<file path="config.mk">
export PLATFORM = sky130hd
export DESIGN_NAME = selective_repeat_sender_window
export DESIGN_NICKNAME = d
export VERILOG_FILES = /design/src/sv/srsw_pkg.sv /design/src/sv/srsw_ram.sv /design/src/sv/selective_repeat_sender_window.sv
export SDC_FILE = /design/constraint.sdc
export NUM_CORES = 2
export LEC_CHECK = 0
export ABC_AREA = 1
export BUFFER_PORTS_ARGS = -buffer_cell sky130_fd_sc_hd__buf_2
export CAP_MARGIN = 20
export CORE_ASPECT_RATIO = 1.4
export CORE_UTILIZATION = 35
export CTS_BUF_LIST = sky130_fd_sc_hd__clkbuf_8
export DETAILED_ROUTE_END_ITERATION = 8
export PLACE_DENSITY = 0.48
export SKIP_LAST_GASP = 1
export SYNTH_ARGS = -nofsm -noshare
export SYNTH_HDL_FRONTEND = slang
export SYNTH_SLANG_ARGS = --single-unit
</file>
<file path="constraint.sdc">
create_clock -name clk -period 15 [get_ports clk]
set_input_delay 3 -clock clk [delete_from_list [all_inputs] [get_ports clk]]
set_output_delay 3 -clock clk [all_outputs]
set_load 0.02 [all_outputs]
</file>
<file path="src/sv/srsw_pkg.sv">
// shared types and constants for the selective-repeat sender window
package srsw_pkg;

  localparam int ACTION_W   = 2;
  localparam int SEQ_W      = 16;
  localparam int TIME_W     = 32;
  localparam int CFG_IDX_W  = 2;
  localparam int CFG_DATA_W = 16;
  localparam int WSIZE_W    = 6;

  typedef logic [ACTION_W-1:0]   action_t;
  typedef logic [SEQ_W-1:0]      seq_t;
  typedef logic [TIME_W-1:0]     time_t;
  typedef logic [CFG_IDX_W-1:0]  cfg_idx_t;
  typedef logic [CFG_DATA_W-1:0] cfg_data_t;

  localparam action_t ACT_START = 2'd0;
  localparam action_t ACT_ACK   = 2'd1;
  localparam action_t ACT_TICK  = 2'd2;

  localparam logic KIND_SEND = 1'b0;
  localparam logic KIND_DONE = 1'b1;

  localparam cfg_idx_t CFG_WIN_LIMIT     = 2'd0;
  localparam cfg_idx_t CFG_TOTAL_PACKETS = 2'd1;
  localparam cfg_idx_t CFG_TIMEOUT_TICKS = 2'd2;

  localparam logic [WSIZE_W-1:0] WIN_LIMIT_RST     = 6'd8;
  localparam seq_t               TOTAL_PACKETS_RST = 16'd1;
  localparam seq_t               TIMEOUT_TICKS_RST = 16'd500;

endpackage

</file>
<file path="src/sv/srsw_ram.sv">
// generic single-port-write, single-port-read ram with registered read
module srsw_ram #(
  parameter int WIDTH = 32,
  parameter int DEPTH = 32
) (
  input  logic                                   clk,
  input  logic                                   we,
  input  logic [((DEPTH > 1) ? $clog2(DEPTH) : 1)-1:0] waddr,
  input  logic [WIDTH-1:0]                       wdata,
  input  logic [((DEPTH > 1) ? $clog2(DEPTH) : 1)-1:0] raddr,
  output logic [WIDTH-1:0]                       rdata
);

  logic [WIDTH-1:0] mem [DEPTH];

  always_ff @(posedge clk) begin
    if (we) begin
      mem[waddr] <= wdata;
    end
    rdata <= mem[raddr];
  end

endmodule

</file>
<file path="src/sv/selective_repeat_sender_window.sv">
// selective-repeat sender window: slot timers in ram, flags and window pointers in flops
//
//  channel  | direction | handshake            | payload
//  ---------+-----------+----------------------+-----------------------------
//  in       | input     | in_valid / in_stall  | action, ack_seq
//  out      | output    | out_valid / out_stall| kind, packet_index, last
//  cfg      | input     | cfg_valid / cfg_ready| cfg_index, cfg_data
//
// One item at a time: a start runs decode, setup, an admit step per packet and
// flush; an ack at the base adds a slide step per slid packet; a tick runs decode,
// a scan step per in-flight packet, one timer ram slot read per cycle unless held, and flush.
// A stalled output holds the scan or admit step; results are staged one deep
// so the final one can carry last. Synchronous reset clears window state and
// flags; the timer ram needs no clearing since every slot is written on entry.
module selective_repeat_sender_window #(
  parameter int WINDOW_MAX = 32
) (
  input  logic                       clk,
  input  logic                       rst,
  input  logic                       in_valid,
  output logic                       in_stall,
  input  srsw_pkg::action_t          action,
  input  srsw_pkg::seq_t             ack_seq,
  output logic                       out_valid,
  input  logic                       out_stall,
  output logic                       kind,
  output srsw_pkg::seq_t             packet_index,
  output logic                       last,
  input  logic                       cfg_valid,
  output logic                       cfg_ready,
  input  srsw_pkg::cfg_idx_t         cfg_index,
  input  srsw_pkg::cfg_data_t        cfg_data
);

  import srsw_pkg::*;

  localparam int SW = (WINDOW_MAX > 1) ? $clog2(WINDOW_MAX) : 1;
  localparam int OW = $clog2(WINDOW_MAX + 1);

  localparam logic [2:0] ST_IDLE   = 3'd0;
  localparam logic [2:0] ST_DECODE = 3'd1;
  localparam logic [2:0] ST_SLIDE  = 3'd2;
  localparam logic [2:0] ST_SETUP  = 3'd3;
  localparam logic [2:0] ST_ADMIT  = 3'd4;
  localparam logic [2:0] ST_SCAN   = 3'd5;
  localparam logic [2:0] ST_FLUSH  = 3'd6;

  typedef logic [SW-1:0] slot_t;

  function automatic slot_t slot_inc(input slot_t s);
    slot_t r;
    r = (s == SW'(WINDOW_MAX - 1)) ? '0 : s + 1'b1;
    return r;
  endfunction

  function automatic slot_t slot_wrap(input logic [SW:0] x);
    slot_t r;
    r = (x >= (SW+1)'(WINDOW_MAX)) ? SW'(x - (SW+1)'(WINDOW_MAX)) : SW'(x);
    return r;
  endfunction

  // configuration registers
  logic [WSIZE_W-1:0] win_limit;
  seq_t               total_packets;
  seq_t               timeout_ticks;

  logic [2:0]         state;
  action_t            item_action;
  seq_t               item_seq;

  seq_t               base_index;
  seq_t               end_index;
  slot_t              base_slot;
  logic               finished;
  time_t              tick_count;
  logic [WINDOW_MAX-1:0] flags;

  seq_t               admit_top;
  slot_t              admit_slot;

  seq_t               scan_p;
  slot_t              scan_slot;
  logic               chk_valid;
  seq_t               chk_p;
  slot_t              chk_slot;

  logic               pend_valid;
  logic               pend_kind;
  seq_t               pend_idx;

  // ram control
  logic               ram_we;
  slot_t              ram_waddr;
  slot_t              ram_raddr;
  time_t              ram_rdata;

  logic               out_free;
  logic               push_ok;
  logic               push_en;
  logic               push_kind;
  seq_t               push_idx;
  logic               scan_hold;
  logic               chk_hit;
  time_t              age;

  logic [SEQ_W:0]     eff_win;
  logic [SEQ_W:0]     top_sum;
  logic [SEQ_W:0]     top_min;
  seq_t               top;
  seq_t               seq_off;
  seq_t               end_off;
  slot_t              ack_slot;
  slot_t              end_slot;
  logic               in_win;
  logic               slide_more;

  srsw_ram #(
    .WIDTH(TIME_W),
    .DEPTH(WINDOW_MAX)
  ) u_timer_ram (
    .clk   (clk),
    .we    (ram_we),
    .waddr (ram_waddr),
    .wdata (tick_count),
    .raddr (ram_raddr),
    .rdata (ram_rdata)
  );

  assign in_stall  = (state != ST_IDLE);
  assign cfg_ready = 1'b1;
  assign out_free  = !out_valid || !out_stall;
  assign push_ok   = !pend_valid || out_free;

  // window top: base + effective window, clipped to the total, never below base
  always_comb begin
    if (win_limit == '0) begin
      eff_win = (SEQ_W+1)'(1);
    end else if ((SEQ_W+1)'(win_limit) > (SEQ_W+1)'(WINDOW_MAX)) begin
      eff_win = (SEQ_W+1)'(WINDOW_MAX);
    end else begin
      eff_win = (SEQ_W+1)'(win_limit);
    end
    top_sum = {1'b0, base_index} + eff_win;
    top_min = (top_sum > {1'b0, total_packets}) ? {1'b0, total_packets} : top_sum;
    top     = (top_min < {1'b0, base_index}) ? base_index : top_min[SEQ_W-1:0];
  end

  // slot of a packet inside the window, relative to the base slot
  assign seq_off  = item_seq - base_index;
  assign end_off  = end_index - base_index;
  assign ack_slot = slot_wrap((SW+1)'(base_slot) + (SW+1)'(seq_off[OW-1:0]));
  assign end_slot = slot_wrap((SW+1)'(base_slot) + (SW+1)'(end_off[OW-1:0]));
  assign in_win   = (item_seq >= base_index) && (item_seq < end_index);
  assign slide_more = (base_index < end_index) && flags[base_slot];

  assign age     = tick_count - ram_rdata;
  assign chk_hit = chk_valid && !flags[chk_slot] && (age > TIME_W'(timeout_ticks));

  always_comb begin
    push_en   = 1'b0;
    push_kind = KIND_SEND;
    push_idx  = '0;
    ram_we    = 1'b0;
    ram_waddr = admit_slot;
    scan_hold = 1'b0;
    unique case (state)
      ST_DECODE: begin
        if (item_action == ACT_START && total_packets == '0) begin
          push_en   = 1'b1;
          push_kind = KIND_DONE;
        end
      end
      ST_SLIDE: begin
        if (!slide_more && base_index >= total_packets) begin
          push_en   = 1'b1;
          push_kind = KIND_DONE;
        end
      end
      ST_ADMIT: begin
        if (push_ok) begin
          push_en  = 1'b1;
          push_idx = end_index;
          ram_we   = 1'b1;
        end
      end
      ST_SCAN: begin
        if (chk_hit) begin
          if (push_ok) begin
            push_en   = 1'b1;
            push_idx  = chk_p;
            ram_we    = 1'b1;
            ram_waddr = chk_slot;
          end else begin
            scan_hold = 1'b1;
          end
        end
      end
      default: begin
      end
    endcase
    // while held, re-read the slot under check so its data stays in place
    ram_raddr = scan_hold ? chk_slot : scan_slot;
  end

  // configuration writes
  always_ff @(posedge clk) begin
    if (rst) begin
      win_limit     <= WIN_LIMIT_RST;
      total_packets <= TOTAL_PACKETS_RST;
      timeout_ticks <= TIMEOUT_TICKS_RST;
    end else if (cfg_valid && cfg_ready) begin
      unique case (cfg_index)
        CFG_WIN_LIMIT:     win_limit     <= cfg_data[WSIZE_W-1:0];
        CFG_TOTAL_PACKETS: total_packets <= cfg_data;
        CFG_TIMEOUT_TICKS: timeout_ticks <= cfg_data;
        default: begin
        end
      endcase
    end
  end

  // result staging: pending slot, then output register
  always_ff @(posedge clk) begin
    if (rst) begin
      out_valid  <= 1'b0;
      pend_valid <= 1'b0;
    end else begin
      if (push_en && pend_valid) begin
        out_valid <= 1'b1;
      end else if (state == ST_FLUSH && pend_valid && out_free) begin
        out_valid <= 1'b1;
      end else if (out_valid && !out_stall) begin
        out_valid <= 1'b0;
      end
      if (push_en) begin
        pend_valid <= 1'b1;
      end else if (state == ST_FLUSH && pend_valid && out_free) begin
        pend_valid <= 1'b0;
      end
    end
  end

  always_ff @(posedge clk) begin
    if (push_en) begin
      if (pend_valid) begin
        kind         <= pend_kind;
        packet_index <= pend_idx;
        last         <= 1'b0;
      end
      pend_kind <= push_kind;
      pend_idx  <= push_idx;
    end else if (state == ST_FLUSH && pend_valid && out_free) begin
      kind         <= pend_kind;
      packet_index <= pend_idx;
      last         <= 1'b1;
    end
  end

  // sequencer
  always_ff @(posedge clk) begin
    if (rst) begin
      state      <= ST_IDLE;
      base_index <= '0;
      end_index  <= '0;
      base_slot  <= '0;
      finished   <= 1'b0;
      tick_count <= '0;
      flags      <= '0;
      chk_valid  <= 1'b0;
    end else begin
      unique case (state)
        ST_IDLE: begin
          if (in_valid) begin
            item_action <= action;
            item_seq    <= ack_seq;
            state       <= ST_DECODE;
          end
        end
        ST_DECODE: begin
          case (item_action)
            ACT_START: begin
              flags      <= '0;
              base_index <= '0;
              end_index  <= '0;
              base_slot  <= '0;
              finished   <= (total_packets == '0);
              state      <= (total_packets == '0) ? ST_FLUSH : ST_SETUP;
            end
            ACT_ACK: begin
              if (!finished && in_win) begin
                flags[ack_slot] <= 1'b1;
                state <= (item_seq == base_index) ? ST_SLIDE : ST_FLUSH;
              end else begin
                state <= ST_FLUSH;
              end
            end
            ACT_TICK: begin
              tick_count <= tick_count + 1'b1;
              if (!finished && base_index < end_index) begin
                scan_p    <= base_index;
                scan_slot <= base_slot;
                chk_valid <= 1'b0;
                state     <= ST_SCAN;
              end else begin
                state <= ST_FLUSH;
              end
            end
            default: state <= ST_FLUSH;
          endcase
        end
        ST_SLIDE: begin
          if (slide_more) begin
            base_index <= base_index + 1'b1;
            base_slot  <= slot_inc(base_slot);
          end else if (base_index >= total_packets) begin
            finished <= 1'b1;
            state    <= ST_FLUSH;
          end else begin
            state <= ST_SETUP;
          end
        end
        ST_SETUP: begin
          if (top <= end_index) begin
            // window shrank or nothing new: move the top, send nothing
            end_index <= top;
            state     <= ST_FLUSH;
          end else begin
            admit_top  <= top;
            admit_slot <= end_slot;
            state      <= ST_ADMIT;
          end
        end
        ST_ADMIT: begin
          if (push_ok) begin
            flags[admit_slot] <= 1'b0;
            end_index  <= end_index + 1'b1;
            admit_slot <= slot_inc(admit_slot);
            if (end_index + 1'b1 == admit_top) begin
              state <= ST_FLUSH;
            end
          end
        end
        ST_SCAN: begin
          if (!scan_hold) begin
            if (scan_p < end_index) begin
              chk_valid <= 1'b1;
              chk_p     <= scan_p;
              chk_slot  <= scan_slot;
              scan_p    <= scan_p + 1'b1;
              scan_slot <= slot_inc(scan_slot);
            end else begin
              chk_valid <= 1'b0;
              state     <= ST_FLUSH;
            end
          end
        end
        ST_FLUSH: begin
          if (!pend_valid || out_free) begin
            state <= ST_IDLE;
          end
        end
        default: state <= ST_IDLE;
      endcase
    end
  end

`ifndef NO_ASSERTIONS
  a_base_le_end: assert property (@(posedge clk) disable iff (rst)
    base_index <= end_index)
    else $error("window base beyond window end");

  a_span: assert property (@(posedge clk) disable iff (rst)
    (end_index - base_index) <= SEQ_W'(WINDOW_MAX))
    else $error("window span exceeds slot count");

  a_idle_clean: assert property (@(posedge clk) disable iff (rst)
    state == ST_IDLE |-> !pend_valid)
    else $error("pending result left behind at idle");

  a_done_fields: assert property (@(posedge clk) disable iff (rst)
    out_valid && kind == KIND_DONE |-> packet_index == '0 && last)
    else $error("completion result with bad fields");

  a_chk_scan: assert property (@(posedge clk) disable iff (rst)
    chk_valid |-> state == ST_SCAN)
    else $error("check stage live outside tick scan");
`endif

endmodule

</file>
=== Word level (Yosys, flattened, before mapping) ===
Memory sizes are Yosys's and may differ from the RTL's. A register that Yosys moved wholly into a read port is not among the register bits.
Cells that the tools add are included.

* Flip-flop bits (word level): 262
* Bits in writable memories: 1024
* Input bits: 41
* Word-level logic and storage cells: 251
* Memories kept: 1

{| class="wikitable"
|+ Memories
! name !! words !! width !! rd ports !! clocked after memory_dff !! wr ports !! line !! RTL
|-
| u_timer_ram.mem || 32 || 32 || 1 || 1 || 1 || srsw_ram.sv:14 || <nowiki>logic [WIDTH-1:0] mem [DEPTH];</nowiki>
|}

* Add/sub/neg operators: 15
* $lt $le $gt $ge: 18
* Equal/unequal tests: 33
* Multiplexer cells: 101
* Bitwise operators: 6
* Reduce and logical (&&, ||, !) cells: 51

{| class="wikitable"
|+ Operators with widths
! operator !! count
|-
| 2-to-1 mux 16 bit || 15
|-
| case mux 32 bit (2 select lines) || 2
|-
| case mux 16 bit (2 select lines) || 3
|-
| 2-to-1 mux 5 bit || 17
|-
| 2-to-1 mux 32 bit || 2
|-
| adder 16 x 1 -> 16 bit (second input constant) || 3
|-
| less-than comparator 16 bit || 3
|-
| case mux 16 bit (3 select lines) || 1
|-
| 2-to-1 mux 17 bit || 2
|-
| 2-to-1 mux 3 bit || 11
|-
| adder 32 x 1 -> 32 bit (second input constant) || 1
|-
| AND 32 bit || 1
|-
| equality test 16 bit || 2
|-
| greater-or-equal comparator 16 bit || 2
|-
| greater-than comparator 32 x 16 -> 1 bit || 1
|-
| inverter 32 bit || 1
|-
| OR 32 bit || 1
|-
| subtractor 32 bit || 1
|-
| 2-to-1 mux 1 bit || 31
|-
| inequality test 2 bit (second input constant) || 15
|-
| case mux 5 bit (2 select lines) || 3
|-
| less-than comparator 5 x 6 -> 1 bit (second input constant) || 4
|-
| AND reduction 4 bit || 6
|-
| case mux 3 bit (7 select lines) || 1
|-
| other kinds (41) || 95
|}

=== Longest topological paths before layout ===
* Depth after elaboration: 12
* Gate-level depth with buffers: 53
* Mapped depth without buffers: 49

=== Hierarchy ===
A second synthesis with hierarchy kept.

* Cells, all modules: 6310
* Area, all modules: 62414.9 um^2

{| class="wikitable"
|+ Modules (own cells, without submodules)
! module !! instances !! cells an instance !! area an instance (um^2) !! sequential area each (um^2)
|-
| srsw_ram || 1 || 3536 || 42405.7 || 31390.1
|-
| selective_repeat_sender_window || 1 || 2774 || 20009.2 || 6406.1
|}

=== Least setup slack after synthesis ===
No wires, ideal clock.

* Path kind: flip-flop to flip-flop
* Start: register win_limit[2]
* End: register admit_top[0] (enable)
* Library setup time: 388 ps
* Arrival time: 7487 ps
* Data required time: 14612 ps
* Setup slack: 7125 ps
* Cell stages (with the launch flop): 49
* Buffers on the path: 3
* Clock period less this slack: 7875 ps
* Cell sequence: dfxtp_1 nor3_1 nand3_1 nand2_1 inv_1 nor2_1 ha_1 a21oi_1 nand2_1 a21oi_1 o21bai_1 a21oi_1 nor2_1 nand3_1 nor2_1 xor2_1 ha_1 nand2_1 (+13 left out) nand3_1 nand2_1 nand2_1 a21oi_1 a2111oi_1 clkbuf_1 nand3_1 and2_1 ha_1 inv_1 o21bai_1 a221oi_1 o221ai_1 nand2_1 nand2_1 o41ai_1 or2_2 nor2_1

* Cells in the longest elaborated chain, start to end: 11

{| class="wikitable"
|+ RTL lines
! what !! line !! RTL
|-
| from (decl) || selective_repeat_sender_window.sv:63 || <nowiki>logic [WSIZE_W-1:0] win_limit;</nowiki>
|-
| from (signal assigned) || selective_repeat_sender_window.sv:213 || <nowiki>CFG_WIN_LIMIT: win_limit <= cfg_data[WSIZE_W-1:0];</nowiki>
|-
| greater-than comparator 6 bit || selective_repeat_sender_window.sv:138 || <nowiki>end else if ((SEQ_W+1)'(win_limit) > (SEQ_W+1)'(WINDOW_MAX)) begin</nowiki>
|-
| 2-to-1 mux 6 bit || selective_repeat_sender_window.sv:138 ||
|-
| 2-to-1 mux 17 bit * || selective_repeat_sender_window.sv:136 || <nowiki>if (win_limit == '0) begin</nowiki>
|-
| adder 16 x 17 -> 17 bit * || selective_repeat_sender_window.sv:143 || <nowiki>top_sum = {1'b0, base_index} + eff_win;</nowiki>
|-
| greater-than comparator 17 x 16 -> 1 bit || selective_repeat_sender_window.sv:144 || <nowiki>top_min = (top_sum > {1'b0, total_packets}) ? {1'b0, total_packets} : top_sum;</nowiki>
|-
| 2-to-1 mux 17 bit * || selective_repeat_sender_window.sv:144 ||
|-
| less-than comparator 17 x 16 -> 1 bit || selective_repeat_sender_window.sv:145 || <nowiki>top = (top_min < {1'b0, base_index}) ? base_index : top_min[SEQ_W-1:0];</nowiki>
|-
| 2-to-1 mux 16 bit * || selective_repeat_sender_window.sv:145 ||
|-
| via top[1] || selective_repeat_sender_window.sv:109 || <nowiki>seq_t top;</nowiki>
|-
| less-or-equal comparator 16 bit * || selective_repeat_sender_window.sv:323 || <nowiki>if (top <= end_index) begin</nowiki>
|-
| inverter 1 bit (no line) * || -- ||
|-
| AND reduction 3 bit (no line) * || -- ||
|-
| to (signal assigned) || selective_repeat_sender_window.sv:328 || <nowiki>admit_top <= top;</nowiki>
|-
| to (decl) || selective_repeat_sender_window.sv:78 || <nowiki>seq_t admit_top;</nowiki>
|}

Mark *: on every way through the listed nets, which the timed path passes. The rest lies on a longest branch.
A chain may end at the register's enable or synchronous reset.

=== Worst setup path in the final report ===
* Start: register win_limit[2]
* End: register end_index[9]

* Cells in the longest elaborated chain, start to end: 11

{| class="wikitable"
|+ RTL lines
! what !! line !! RTL
|-
| greater-than comparator 6 bit || selective_repeat_sender_window.sv:138 ||
|-
| 2-to-1 mux 6 bit || selective_repeat_sender_window.sv:138 ||
|-
| 2-to-1 mux 17 bit * || selective_repeat_sender_window.sv:136 ||
|-
| adder 16 x 17 -> 17 bit * || selective_repeat_sender_window.sv:143 ||
|-
| greater-than comparator 17 x 16 -> 1 bit || selective_repeat_sender_window.sv:144 ||
|-
| 2-to-1 mux 17 bit * || selective_repeat_sender_window.sv:144 ||
|-
| less-than comparator 17 x 16 -> 1 bit || selective_repeat_sender_window.sv:145 ||
|-
| 2-to-1 mux 16 bit * || selective_repeat_sender_window.sv:145 ||
|-
| via top[11] || selective_repeat_sender_window.sv:109 ||
|-
| less-or-equal comparator 16 bit * || selective_repeat_sender_window.sv:323 ||
|-
| inequality test 2 bit (no line) * || -- ||
|-
| AND reduction 4 bit (no line) * || -- ||
|-
| to (signal assigned) || selective_repeat_sender_window.sv:325 || <nowiki>end_index <= top;</nowiki>
|-
| to (signal assigned) || selective_repeat_sender_window.sv:336 || <nowiki>end_index <= end_index + 1'b1;</nowiki>
|-
| to (decl) || selective_repeat_sender_window.sv:72 || <nowiki>seq_t end_index;</nowiki>
|}

Mark *: on every way through the listed nets, which the timed path passes. The rest lies on a longest branch. The select of a mux whose other input is x is not followed.

==> results.yml <==
outcome:
  status: "completed"
timing:
  setup_viol: 0
  timing.hold.ws_ns: 0.421
  tns_ns: 0
  setup_slack_ns: 4.82
  rsz0062_at_grt: "false"
  hold_violations: 0
  clock.fmax_mhz: 98.2
  slew_headroom_pct: 28.3
  min_period_over_period_pct: 67.9
  fin_skew_ns: 0.0912
  fin_crit_ns: 10.18
  slew_viol_final: 0
  worst_pin_slew_ns: 1.08
placed_design:
  dp_slack_ns: 4.97
  io_buffers: 60
  place_hpwl_um: 126000
  place_congestion: 0.895
  placed_area_mm2: 0.0688
floorplanning:
  fp.dieH_um: 514
  num_rows: 187
  die_area_mm2: 0.189
  start_util_pct: 35.3
  core_mm2: 0.186
  die_w_um: 368
  ioPinCount: 62
worst_setup_path:
  crit_top_cell: "nand2_1"
  cp_slowest_cell: "nand2_1"
  startpoint_type: "register"
  slowest_delay_ns: 0.67
  setup.worst_path.start: "win_limit[2]$_SDFFE_PP0P_"
  critPathArrivalTime_ns: 11.04
  r2r_slack_ns: 4.82
  crit_fanout: 30
  setup.worst_path.end_class: "register"
  r2r_start: "win_limit[2]$_SDFFE_PP0P_"
  crit_type: "reg -> reg"
  crit_required_ns: 15.86
yosys:
  synth_top_cell_area_share_pct: 52.2
  synthCells: 7138
  syn_area_mm2: 0.0656
  synth-warning-count: 0
  yosys-top-cells-area: "edfxtp_1 (52%), nand3_1 (9.0%), nand2_1 (8.6%), inv_1 (7.9%), dfxtp_1 (5.4%)"
  synth_fp_nets: 7391
  syn_avg_cell_area_um2: 9.19
  synth_cell_types: 57
  synth.largest_area_cell: "edfxtp_1"
  ys_ff_latch: 1318
  yosysSeqAreaShare_pct: 57.6
clock_network:
  clkTransAtPathRegs_ns: 0.06
  ctsHoldBuffers: 0
  htreeDepth: 4
  cts_root_buffer: "clkbuf_8"
  cts_resized: 0
  clock_sinks: 1318
  cts.path.max_buffers: 3
  post-cts-setup-buffer-count: 0
  numCtsBuffers: 207
  insertion_delay_ns: 0.97
  cts_tree: "done"
routing:
  drt_iter0_drc: 3757
  wl_per_cell_um: 21.6
  wirelength_um: 213000
  drc_errors: 0
  post_drt_via_cell_ratio: 5.04
  drt_first_pass_iters: 6
  vias: 49600
  ant_nets: 0
global_routing:
  busiest_layer: "met2"
  antenna_found_initial: 4
  grt_pass1_vias: 48500
  use_met1_pct: 26.6
  gr-usage-met2_pct: 40.0
  globalRouteOverflowTotal: 0
  grt_start_max_net_pins: 159
  grt_pass1_wl_um: 314000
  use_met3_pct: 2.72
  grt_usage_pct: 22.2
power_and_ir_drop:
  p_switching_mw: 3.13
  p_int_mw: 6.29
  power_frac_seq_pct: 45.1
  clkPwrFrac_pct: 32.5
  power_mw: 9.42
  p_comb_share_pct: 22.3
  leakage_nw: 31.1
  vdd_ir_drop_max_v: 0.000115
  powerDensity_mw_per_mm2: 129
  switching_share_pct: 33.2
flow_run:
  drv_cap: 0
cells_and_area:
  drive_gt1_share_pct: 7.46
  nFillCells: 18700
  fin_nets: 7476
  areaGrowthSynthToFinish_pct: 11.1
  stdcell_area_mm2: 0.0729
worst_hold_path:
  min_path_type: "reg -> reg"
  min_from: "pend_idx[4]$_DFFE_PP_"
sequential cells by signal (all words and copies together), names as in the netlist, 2 cells and up:
signal	cells
chk_slot	5
base_slot	5
scan_slot	5
item_seq	16
total_packets	16
packet_index	16
timeout_ticks	16
base_index	16
u_timer_ram.rdata	32
scan_p	16
flags	32
tick_count	32
item_action	2
u_timer_ram.mem	1024
end_index	16
pend_idx	16
state	3
admit_top	16
admit_slot	5
win_limit	6
chk_p	16
cell type report:
type | instances | area (µm²) | area share, %
Multi-Input combinational cell | 4116 | 21400 | 29.4
Sequential cell | 1318 | 37800 | 51.9
Inverter | 1397 | 5250 | 7.20
Tap cell | 2457 | 3070 | 4.22
Timing Repair Buffer | 183 | 1290 | 1.77
Clock inverter | 154 | 906 | 1.24
Antenna cell | 3 | 7.51 | 0.0103
Clock buffer | 229 | 3150 | 4.32
logic make-up (layout without fill, tap and decap cells):
group                    count (synthesis)  count (layout)  synth area share, %
AO/OA/AOI/OAI                          617             617                 5.11
XOR/XNOR                                79              79                 1.08
adder cells (fa/ha/maj)                212             212                 4.16
buffers and inverters                 1704            1963                 10.3
flip-flops                            1318            1318                 57.6
other                                    1               4              0.00572
AND/OR/NAND/NOR                       3207            3207                 21.7
metrics by stage:
| step | util [%] | instances |
|---|---|---|
| 2_1_floorplan | - | 7138 |
| 3_3_place_gp | 37.0 | 9470 |
| 3_5_place_dp | 37.0 | 9470 |
| 4_1_cts | 39.2 | 9853 |
| 5_1_grt | 39.2 | 9856 |
| 6_report | 39.2 | 9857 |
worst max-delay path: cells and delay by family, from the launching register on:
family / cells / cell delay, ns
XOR/XNOR: 1 / 0.23
AND/OR/NAND/NOR: 23 / 5.20
buffers and inverters: 3 / 0.76
AO/OA/AOI/OAI: 13 / 2.43
adder cells (fa/ha/maj): 4 / 1.14
flip-flops: 1 / 0.31
worst paths after layout:
check	depth (start not counted)	end
worst min register to register	0	packet_index[4]$_DFFE_PP_
worst max register to register	44	end_index[9]$_SDFFE_PP0P_
worst min-delay path	0	packet_index[4]$_DFFE_PP_
worst max-delay path	44	end_index[9]$_SDFFE_PP0P_
layout by cell type, fill, tap and decap left out, types with 6 or more instances in the layout:
cell type   count
a211oi_1       11
a21oi_1       236
a31oi_1        16
and2_1         17
buf_2          60
buf_4         118
bufinv_16       8
clkbuf_8      229
clkinv_1       40
clkinv_2       33
clkinvlp_4      7
dfxtp_1       175
edfxtp_1     1140
fa_1           10
ha_1          202
inv_1        1443
inv_2          12
nand2_1      1511
nand3_1      1180
nand3b_1      101
nand4_1        44
nor2_1        234
nor2_4         32
nor3_1         45
nor3b_1         6
nor4_1          9
o211ai_1       18
o21ai_0       264
o21bai_1        6
o22ai_1        26
or2_2           8
xnor2_1        16
xor2_1         62
layer usage:
metal,part of all wire (%),vias to the layer above,wire (µm)
li1,-,23700,-
met1,40,24100,85100
met2,51,1424,109000
met3,4.8,397,10200
met4,4.0,0,8420
met5,0,-,0
power by group through the flow:
| stage | combinational (mW) | sequential (mW) | clock, mW |
|---|---|---|---|
| 2_1_floorplan | 1.38 | 4.28 | 0 |
| 3_3_place_gp | 2.07 | 4.32 | 0 |
| 3_5_place_dp | 2.09 | 4.33 | 0 |
| 4_1_cts | 2.10 | 4.25 | 3.14 |
| 5_1_grt | 2.34 | 4.27 | 3.28 |
| 6_report | 2.10 | 4.25 | 3.06 |
Yosys cell counts (all sizes together):
master,n
o21bai,6
o221ai,4
and2,17
ha,202
inv,1390
buf,217
o31ai,2
nand4,45
nor3b,6
a21o,5
edfxtp,1140
o311ai,4
o22ai,26
a21boi,1
nand3b,101
xnor3,1
nand3,1182
conb,1
dfxtp,178
a211oi,14
o21ai,272
o21ba,2
a22oi,1
or2,9
a2111oi,3
clkbuf,90
nor3,50
fa,10
a221oi,2
o211ai,18
a31oi,16
clkinv,7
xnor2,16
xor2,62
o21a,3
nor4b,1
o41ai,2
a21oi,236
nor4,9
nor2,268
nand2,1519
No activity file was read; power rests on OpenSTA's default activity.
